==> src/design/sft_pkg.sv <==
// shared constants and operation codes for the slot table insert unit
package sft_pkg;

  localparam int unsigned CAPACITY_DEF = 32;
  localparam int unsigned ID_BITS_DEF  = 16;

  typedef enum logic [1:0] {
    OP_PUSH   = 2'd0,
    OP_REMOVE = 2'd1,
    OP_FIND   = 2'd2
  } op_e;

endpackage

==> src/design/slot_table_first_free_insert_unit.sv <==
// slot table of particle ids with first-free push, first-match find and remove
//
//  channel   ports                                         handshake
//  command   start_i, func_i, particle_id_i                taken when start_i && !busy_o
//  result    found_o, slot_o, full_res_o, fill_count_o      one beat per command, done_o
//
//  a command scans the slot memory from slot 0 up to the fill length, one slot read
//  per cycle through the single read port, and stops at the first hit; the compare
//  acts on the registered read data in the cycle after the read, then the finishing
//  state writes back and registers the result. an empty table ends the scan with no
//  read, an unused code skips the scan; busy_o stays high for the whole command.
//  reset clears the fill length only: slots at or above it are never read, so the
//  memory needs no clearing pass. the receiver cannot stall the result beat.
module slot_table_first_free_insert_unit #(
  parameter int unsigned CAPACITY = sft_pkg::CAPACITY_DEF,
  parameter int unsigned ID_BITS  = sft_pkg::ID_BITS_DEF
) (
  input  logic        clk_i,
  input  logic        rst_ni,
  input  logic        start_i,
  output logic        busy_o,
  input  logic [1:0]  func_i,
  input  logic [15:0] particle_id_i,
  output logic        done_o,
  output logic        found_o,
  output logic [4:0]  slot_o,
  output logic        full_res_o,
  output logic [5:0]  fill_count_o
);

  localparam int unsigned IDX_W = $clog2(CAPACITY);
  localparam int unsigned LEN_W = $clog2(CAPACITY + 1);
  localparam int unsigned ENT_W = ID_BITS + 1;

  typedef enum logic [1:0] {
    S_IDLE,
    S_SCAN,
    S_DONE
  } state_e;

  // slot memory: {valid, key}
  logic [ENT_W-1:0] mem_q [CAPACITY];
  logic [ENT_W-1:0] rdata_q;
  logic             rd_en;
  logic [IDX_W-1:0] rd_addr;
  logic             wr_en;
  logic [IDX_W-1:0] wr_addr;
  logic [ENT_W-1:0] wr_data;

  state_e           state_q, state_d;
  sft_pkg::op_e     op_q, op_d;
  logic [ID_BITS-1:0] key_q, key_d;
  logic [LEN_W-1:0] len_q, len_d;
  logic [LEN_W-1:0] rd_idx_q, rd_idx_d;
  logic             cmp_vld_q, cmp_vld_d;
  logic [IDX_W-1:0] cmp_idx_q, cmp_idx_d;
  logic             hit_q, hit_d;
  logic [IDX_W-1:0] hit_idx_q, hit_idx_d;
  logic             done_q, done_d;
  logic             found_q, found_d;
  logic [4:0]       slot_q, slot_d;
  logic             full_q, full_d;
  logic [5:0]       cnt_q, cnt_d;

  logic [31:0]      pid_ext;
  logic [31:0]      slot_ext;
  logic [31:0]      cnt_ext;
  logic [IDX_W-1:0] res_idx;
  logic             rd_valid;
  logic [ID_BITS-1:0] rd_key;
  logic             issue;
  logic             match;

  assign pid_ext  = 32'(particle_id_i);
  assign rd_valid = rdata_q[ID_BITS];
  assign rd_key   = rdata_q[ID_BITS-1:0];
  assign rd_addr  = rd_idx_q[IDX_W-1:0];
  assign slot_ext = 32'(res_idx);
  assign cnt_ext  = 32'(len_d);

  // push hunts for a hole, remove and find for a live matching key
  assign match = cmp_vld_q &&
                 ((op_q == sft_pkg::OP_PUSH) ? !rd_valid : (rd_valid && rd_key == key_q));
  assign issue = (state_q == S_SCAN) && (rd_idx_q < len_q) && !match;

  always_comb begin
    state_d   = state_q;
    op_d      = op_q;
    key_d     = key_q;
    len_d     = len_q;
    rd_idx_d  = rd_idx_q;
    cmp_vld_d = 1'b0;
    cmp_idx_d = cmp_idx_q;
    hit_d     = hit_q;
    hit_idx_d = hit_idx_q;
    done_d    = 1'b0;
    found_d   = found_q;
    slot_d    = slot_q;
    full_d    = full_q;
    cnt_d     = cnt_q;
    rd_en     = 1'b0;
    wr_en     = 1'b0;
    wr_addr   = hit_idx_q;
    wr_data   = {1'b1, key_q};
    res_idx   = '0;

    unique case (state_q)
      S_IDLE: begin
        if (start_i) begin
          op_d     = sft_pkg::op_e'(func_i);
          key_d    = pid_ext[ID_BITS-1:0];
          rd_idx_d = '0;
          hit_d    = 1'b0;
          if (func_i == sft_pkg::OP_PUSH || func_i == sft_pkg::OP_REMOVE ||
              func_i == sft_pkg::OP_FIND) begin
            state_d = S_SCAN;
          end else begin
            state_d = S_DONE;
          end
        end
      end
      S_SCAN: begin
        rd_en     = issue;
        cmp_vld_d = issue;
        cmp_idx_d = rd_addr;
        if (issue) begin
          rd_idx_d = rd_idx_q + LEN_W'(1);
        end
        if (match) begin
          hit_d     = 1'b1;
          hit_idx_d = cmp_idx_q;
          state_d   = S_DONE;
        end else if (!issue) begin
          hit_d   = 1'b0;
          state_d = S_DONE;
        end
      end
      S_DONE: begin
        done_d  = 1'b1;
        found_d = 1'b0;
        full_d  = 1'b0;
        case (op_q)
          sft_pkg::OP_PUSH: begin
            if (hit_q) begin
              wr_en   = 1'b1;
              res_idx = hit_idx_q;
            end else if (len_q < LEN_W'(CAPACITY)) begin
              wr_en   = 1'b1;
              wr_addr = len_q[IDX_W-1:0];
              res_idx = len_q[IDX_W-1:0];
              len_d   = len_q + LEN_W'(1);
            end else begin
              full_d = 1'b1;
            end
          end
          sft_pkg::OP_REMOVE: begin
            if (hit_q) begin
              found_d = 1'b1;
              res_idx = hit_idx_q;
              wr_en   = 1'b1;
              wr_data = {1'b0, key_q};
              // only the topmost slot shrinks the fill length
              if (LEN_W'(hit_idx_q) + LEN_W'(1) == len_q) begin
                len_d = len_q - LEN_W'(1);
              end
            end
          end
          sft_pkg::OP_FIND: begin
            if (hit_q) begin
              found_d = 1'b1;
              res_idx = hit_idx_q;
            end
          end
          default: begin
          end
        endcase
        slot_d  = slot_ext[4:0];
        cnt_d   = cnt_ext[5:0];
        state_d = S_IDLE;
      end
      default: begin
        state_d = S_IDLE;
      end
    endcase
  end

  always_ff @(posedge clk_i or negedge rst_ni) begin
    if (!rst_ni) begin
      state_q   <= S_IDLE;
      op_q      <= sft_pkg::OP_PUSH;
      key_q     <= '0;
      len_q     <= '0;
      rd_idx_q  <= '0;
      cmp_vld_q <= 1'b0;
      cmp_idx_q <= '0;
      hit_q     <= 1'b0;
      hit_idx_q <= '0;
      done_q    <= 1'b0;
      found_q   <= 1'b0;
      slot_q    <= '0;
      full_q    <= 1'b0;
      cnt_q     <= '0;
    end else begin
      state_q   <= state_d;
      op_q      <= op_d;
      key_q     <= key_d;
      len_q     <= len_d;
      rd_idx_q  <= rd_idx_d;
      cmp_vld_q <= cmp_vld_d;
      cmp_idx_q <= cmp_idx_d;
      hit_q     <= hit_d;
      hit_idx_q <= hit_idx_d;
      done_q    <= done_d;
      found_q   <= found_d;
      slot_q    <= slot_d;
      full_q    <= full_d;
      cnt_q     <= cnt_d;
    end
  end

  always_ff @(posedge clk_i) begin
    if (wr_en) begin
      mem_q[wr_addr] <= wr_data;
    end
  end

  always_ff @(posedge clk_i) begin
    if (rd_en) begin
      rdata_q <= mem_q[rd_addr];
    end
  end

  assign busy_o       = (state_q != S_IDLE);
  assign done_o       = done_q;
  assign found_o      = found_q;
  assign slot_o       = slot_q;
  assign full_res_o   = full_q;
  assign fill_count_o = cnt_q;

  a_len_bound: assert property (@(posedge clk_i) disable iff (!rst_ni)
    len_q <= LEN_W'(CAPACITY))
    else $error("fill length beyond capacity");

  a_done_from_finish: assert property (@(posedge clk_i) disable iff (!rst_ni)
    done_o |-> $past(state_q == S_DONE))
    else $error("result beat without a finishing cycle");

  a_cmp_in_scan: assert property (@(posedge clk_i) disable iff (!rst_ni)
    cmp_vld_q |-> state_q == S_SCAN)
    else $error("compare pending outside the scan");

  a_take_goes_busy: assert property (@(posedge clk_i) disable iff (!rst_ni)
    (start_i && !busy_o) |=> busy_o)
    else $error("command taken but unit not busy");

  a_no_write_while_scan: assert property (@(posedge clk_i) disable iff (!rst_ni)
    wr_en |-> state_q == S_DONE)
    else $error("slot write outside the finishing cycle");

endmodule

==> config.mk <==
export PLATFORM = sky130hd
export DESIGN_NAME = slot_table_first_free_insert_unit
export DESIGN_NICKNAME = d
export VERILOG_FILES = /design/src/design/sft_pkg.sv /design/src/design/slot_table_first_free_insert_unit.sv
export SDC_FILE = /design/constraint.sdc
export NUM_CORES = 1
export LEC_CHECK = 0
export BUFFER_PORTS_ARGS = -buffer_cell sky130_fd_sc_hd__buf_4
export CORE_MARGIN = 4
export CORE_UTILIZATION = 45
export CTS_CLUSTER_DIAMETER = 100
export DETAILED_ROUTE_END_ITERATION = 7
export PLACE_DENSITY = 0.62
export SYNTH_ARGS = -nofsm -noshare
export SYNTH_HDL_FRONTEND = slang
export SYNTH_SLANG_ARGS = --single-unit
==> constraint.sdc <==
create_clock -name clk_i -period 5.45 [get_ports clk_i]
set_input_delay 0.545 -clock clk_i [delete_from_list [all_inputs] [get_ports clk_i]]
set_output_delay 0.545 -clock clk_i [all_outputs]
set_load 0.01 [all_outputs]
==> summary.txt <==
Status: finished, violations left
Violated checks: negative hold slack
Max-Slew Margin vs Limit: 15.5%
First-pass GRT wire length: 84,400 um
ANT cells: 0
CP required: 5.69 ns
Critical Path Start Type: flop
Largest net degree at the start of global routing: 99
DRC errors left: 0
Row cnt: 85
VDD IR max: 0.000324 V
Final Cycle Share: 69.3%
Yosys cell types: 59
Adder-cell share of the synthesized area: 0.661%
Crit path capture type: flop
CP max FO: 18
Post-synthesis sequential area ratio: 74.3%
Via-per-instance ratio: 5.87
DP HPWL: 32,100 um
Routed Antenna Nets: 0
Clk Latency, worst-skew pair: 0.63 ns
CTS Buffer Depth: 3
CP Class: reg -> reg
Arrival time of the worst setup path: 4.02 ns
Skew final: 0.0304 ns
Die X: 242 um
Worst Tran Pin Value: 1.27 ns
Leading cell type in the layout, fill and taps excluded: edfxtp_1
Drt pass-1 iters: 5
Clk sinks: 619
Post-CTS Setup Repair Bufs: 0
Hold slack final: -0.00438 ns
Synthesized net count: 1,246
Number of synthesized flops with an enable pin: 561
Syn avg cell area: 20.3 um^2
TritonCTS clock tree: done
PwrDens: 514 nW/um^2
Max cap viols: 0
Vias in the first global route: 12,300
Hold-fix buffers, CTS: 0
Synthesized area: 24,600 um^2
Tot GR Track Use: 19.3%
Worst hold-check path type: in -> async
DR WL/cell: 27.3 um
Gp weighted congestion: 0.807
Unrepaired setup endpoints after global routing: no
Pre-CTS setup slack: 1.73 ns
Post-synthesis mux area share: 17.1%
Post-CTS Resized: 0
Full die area: 58,500 um^2
#FFs+latches synth: 619
Leak pwr: 9.17 nW
Min Tclk post-route: 3.78 ns
Ys async rst share: 9.37%
Core Box Area: 54,000 um^2
First DRT Iteration DRCs: 1,284
Hold Vio Cnt, Final: 3
Synth Area in XOR/XNOR: 0.783%
Final non-filler cell total: 2,039
Main combinational cell family by area after synthesis: multiplexers
Initial core utilization: 45.6%
Synth Flop Type: edfxtp_1
Fmax: 265 MHz
Clock root cell: clkbuf_16
H-tree depth: 2
Cell Area, Placed: 25,900 um^2
Final setup viols: 0
Worst setup margin: 1.67 ns
Grt total ovfl: 0
DR vias: 12,000
IO Pins: 36
Setup TNS: 0 ns
Simple logic cell fraction of the synthesized area: 3.51%
Synth warn: 0
Synth Area in Compound Gates: 2.20%
Worst-path clk slew: 0.06 ns
Nets: 1,327
Drt total wl: 55,700 um
Reg2reg setup slack: 1.67 ns
Placed Cells: 1,926
Clock buffer count from CTS: 61
Most frequent cells in the layout: 561 x edfxtp_1, 170 x mux4_2, 90 x nand2_1
Share of cells above drive strength 1: 30.4%
Post-route cell area: 27,900 um^2
Max Transition Viols Final: 0
Die height: 242 um
Synthesis-to-layout area growth: 13.5%
Gate count after technology mapping: 1,212
Initial antenna violation count: 0
IO buf count: 35
## cells by family after synthesis
kind of cell	Yosys count
AO/OA/AOI/OAI	77
XOR/XNOR	22
adder cells (fa/ha/maj)	13
buffers and inverters	79
flip-flops	619
multiplexers	204
AND/OR/NAND/NOR	198
## cell type report
cell class | count | area (um^2)
inverters | 17 | 63.8
repair buffers | 80 | 626
fillers | 4260 | 26100
flip-flops and latches | 619 | 18300
multi-input cells | 514 | 6060
well taps | 696 | 871
clock inverters | 35 | 369
clock buffers | 78 | 1630
## worst paths after layout
path                              startpoint           end  depth (start not counted)
min in group clk_i         particle_id_i[15]     key_q[15]                          3
setup / recovery                       hit_q  mem_q[27][4]                          5
hold reg to reg                    slot_o[3]     slot_o[3]                          2
setup reg to reg                       hit_q  mem_q[27][4]                          5
max in group asynchronous             rst_ni   rd_idx_q[1]                          1
hold / removal                        rst_ni     key_q[15]                          1
## cell usage after synthesis, drive strengths merged, types with 2 or more instances
| cell | n | share of area, % |
|---|---|---|
| a21boi | 2 | 0.061 |
| nor3 | 11 | 0.22 |
| and2 | 3 | 0.076 |
| dfrtp | 58 | 5.9 |
| ha | 13 | 0.66 |
| a22oi | 3 | 0.091 |
| o21bai | 2 | 0.061 |
| or3 | 2 | 0.051 |
| o22ai | 2 | 0.051 |
| edfxtp | 561 | 68 |
| mux2i | 8 | 0.33 |
| nor4 | 3 | 0.076 |
| mux4 | 170 | 16 |
| a21oi | 8 | 0.16 |
| a22o | 4 | 0.14 |
| o211ai | 4 | 0.12 |
| o221ai | 2 | 0.071 |
| o31a | 2 | 0.071 |
| a21o | 3 | 0.091 |
| o21a | 2 | 0.061 |
| o21ai | 17 | 0.35 |
| a31oi | 5 | 0.13 |
| o31ai | 8 | 0.26 |
| xnor2 | 8 | 0.28 |
| nand4 | 5 | 0.13 |
| nand2 | 90 | 1.4 |
| mux2 | 26 | 1.2 |
| nand3 | 10 | 0.20 |
| nand2b | 8 | 0.20 |
| xor2 | 14 | 0.50 |
| nor2 | 57 | 0.90 |
| buf | 29 | 0.68 |
| clkbuf | 33 | 0.50 |
| inv | 17 | 0.26 |
| and3 | 2 | 0.051 |
| or2 | 4 | 0.10 |
## stage by stage
stage / util [%] / power (W)
after floorplan: - / 0.00898
after global placement: 48.0 / 0.0102
after detailed placement: 48.0 / 0.0103
after CTS: 51.7 / 0.0145
after global routing: 51.7 / 0.0150
final: 51.7 / 0.0144
## worst max-delay path, stage by stage (launching register included)
cell and delay (ns):
dfrtp_1 0.57, nor2_1 0.40, nand3_1 0.48, a21oi_1 0.66
nand2_1 0.28, nor2_2 0.98
## power breakdown
group          internal (W)  switching, W
clock network       0.00244       0.00177
logic               0.00164       0.00213
registers           0.00601      0.000377
## layer usage
| metal | up-vias | track usage [%] | part of all wire, % |
|---|---|---|---|
| met5 | - | 0 | 0 |
| met4 | 0 | 5.16 | 2.1 |
| met3 | 63 | 2.60 | 5.6 |
| met2 | 428 | 31.0 | 49 |
| met1 | 6367 | 28.4 | 43 |
| li1 | 5104 | - | - |
## registers in the layout, indices dropped and copies added (netlist names)
name,count
len_q,6
found_o,1
hit_q,1
cmp_vld_q,1
hit_idx_q,5
fill_count_o,6
done_o,1
op_q,2
state_q,2
mem_q,544
slot_o,5
cmp_idx_q,5
key_q,16
rd_idx_q,6
full_res_o,1
rdata_q,17
Power figures use the tool's default switching activity.
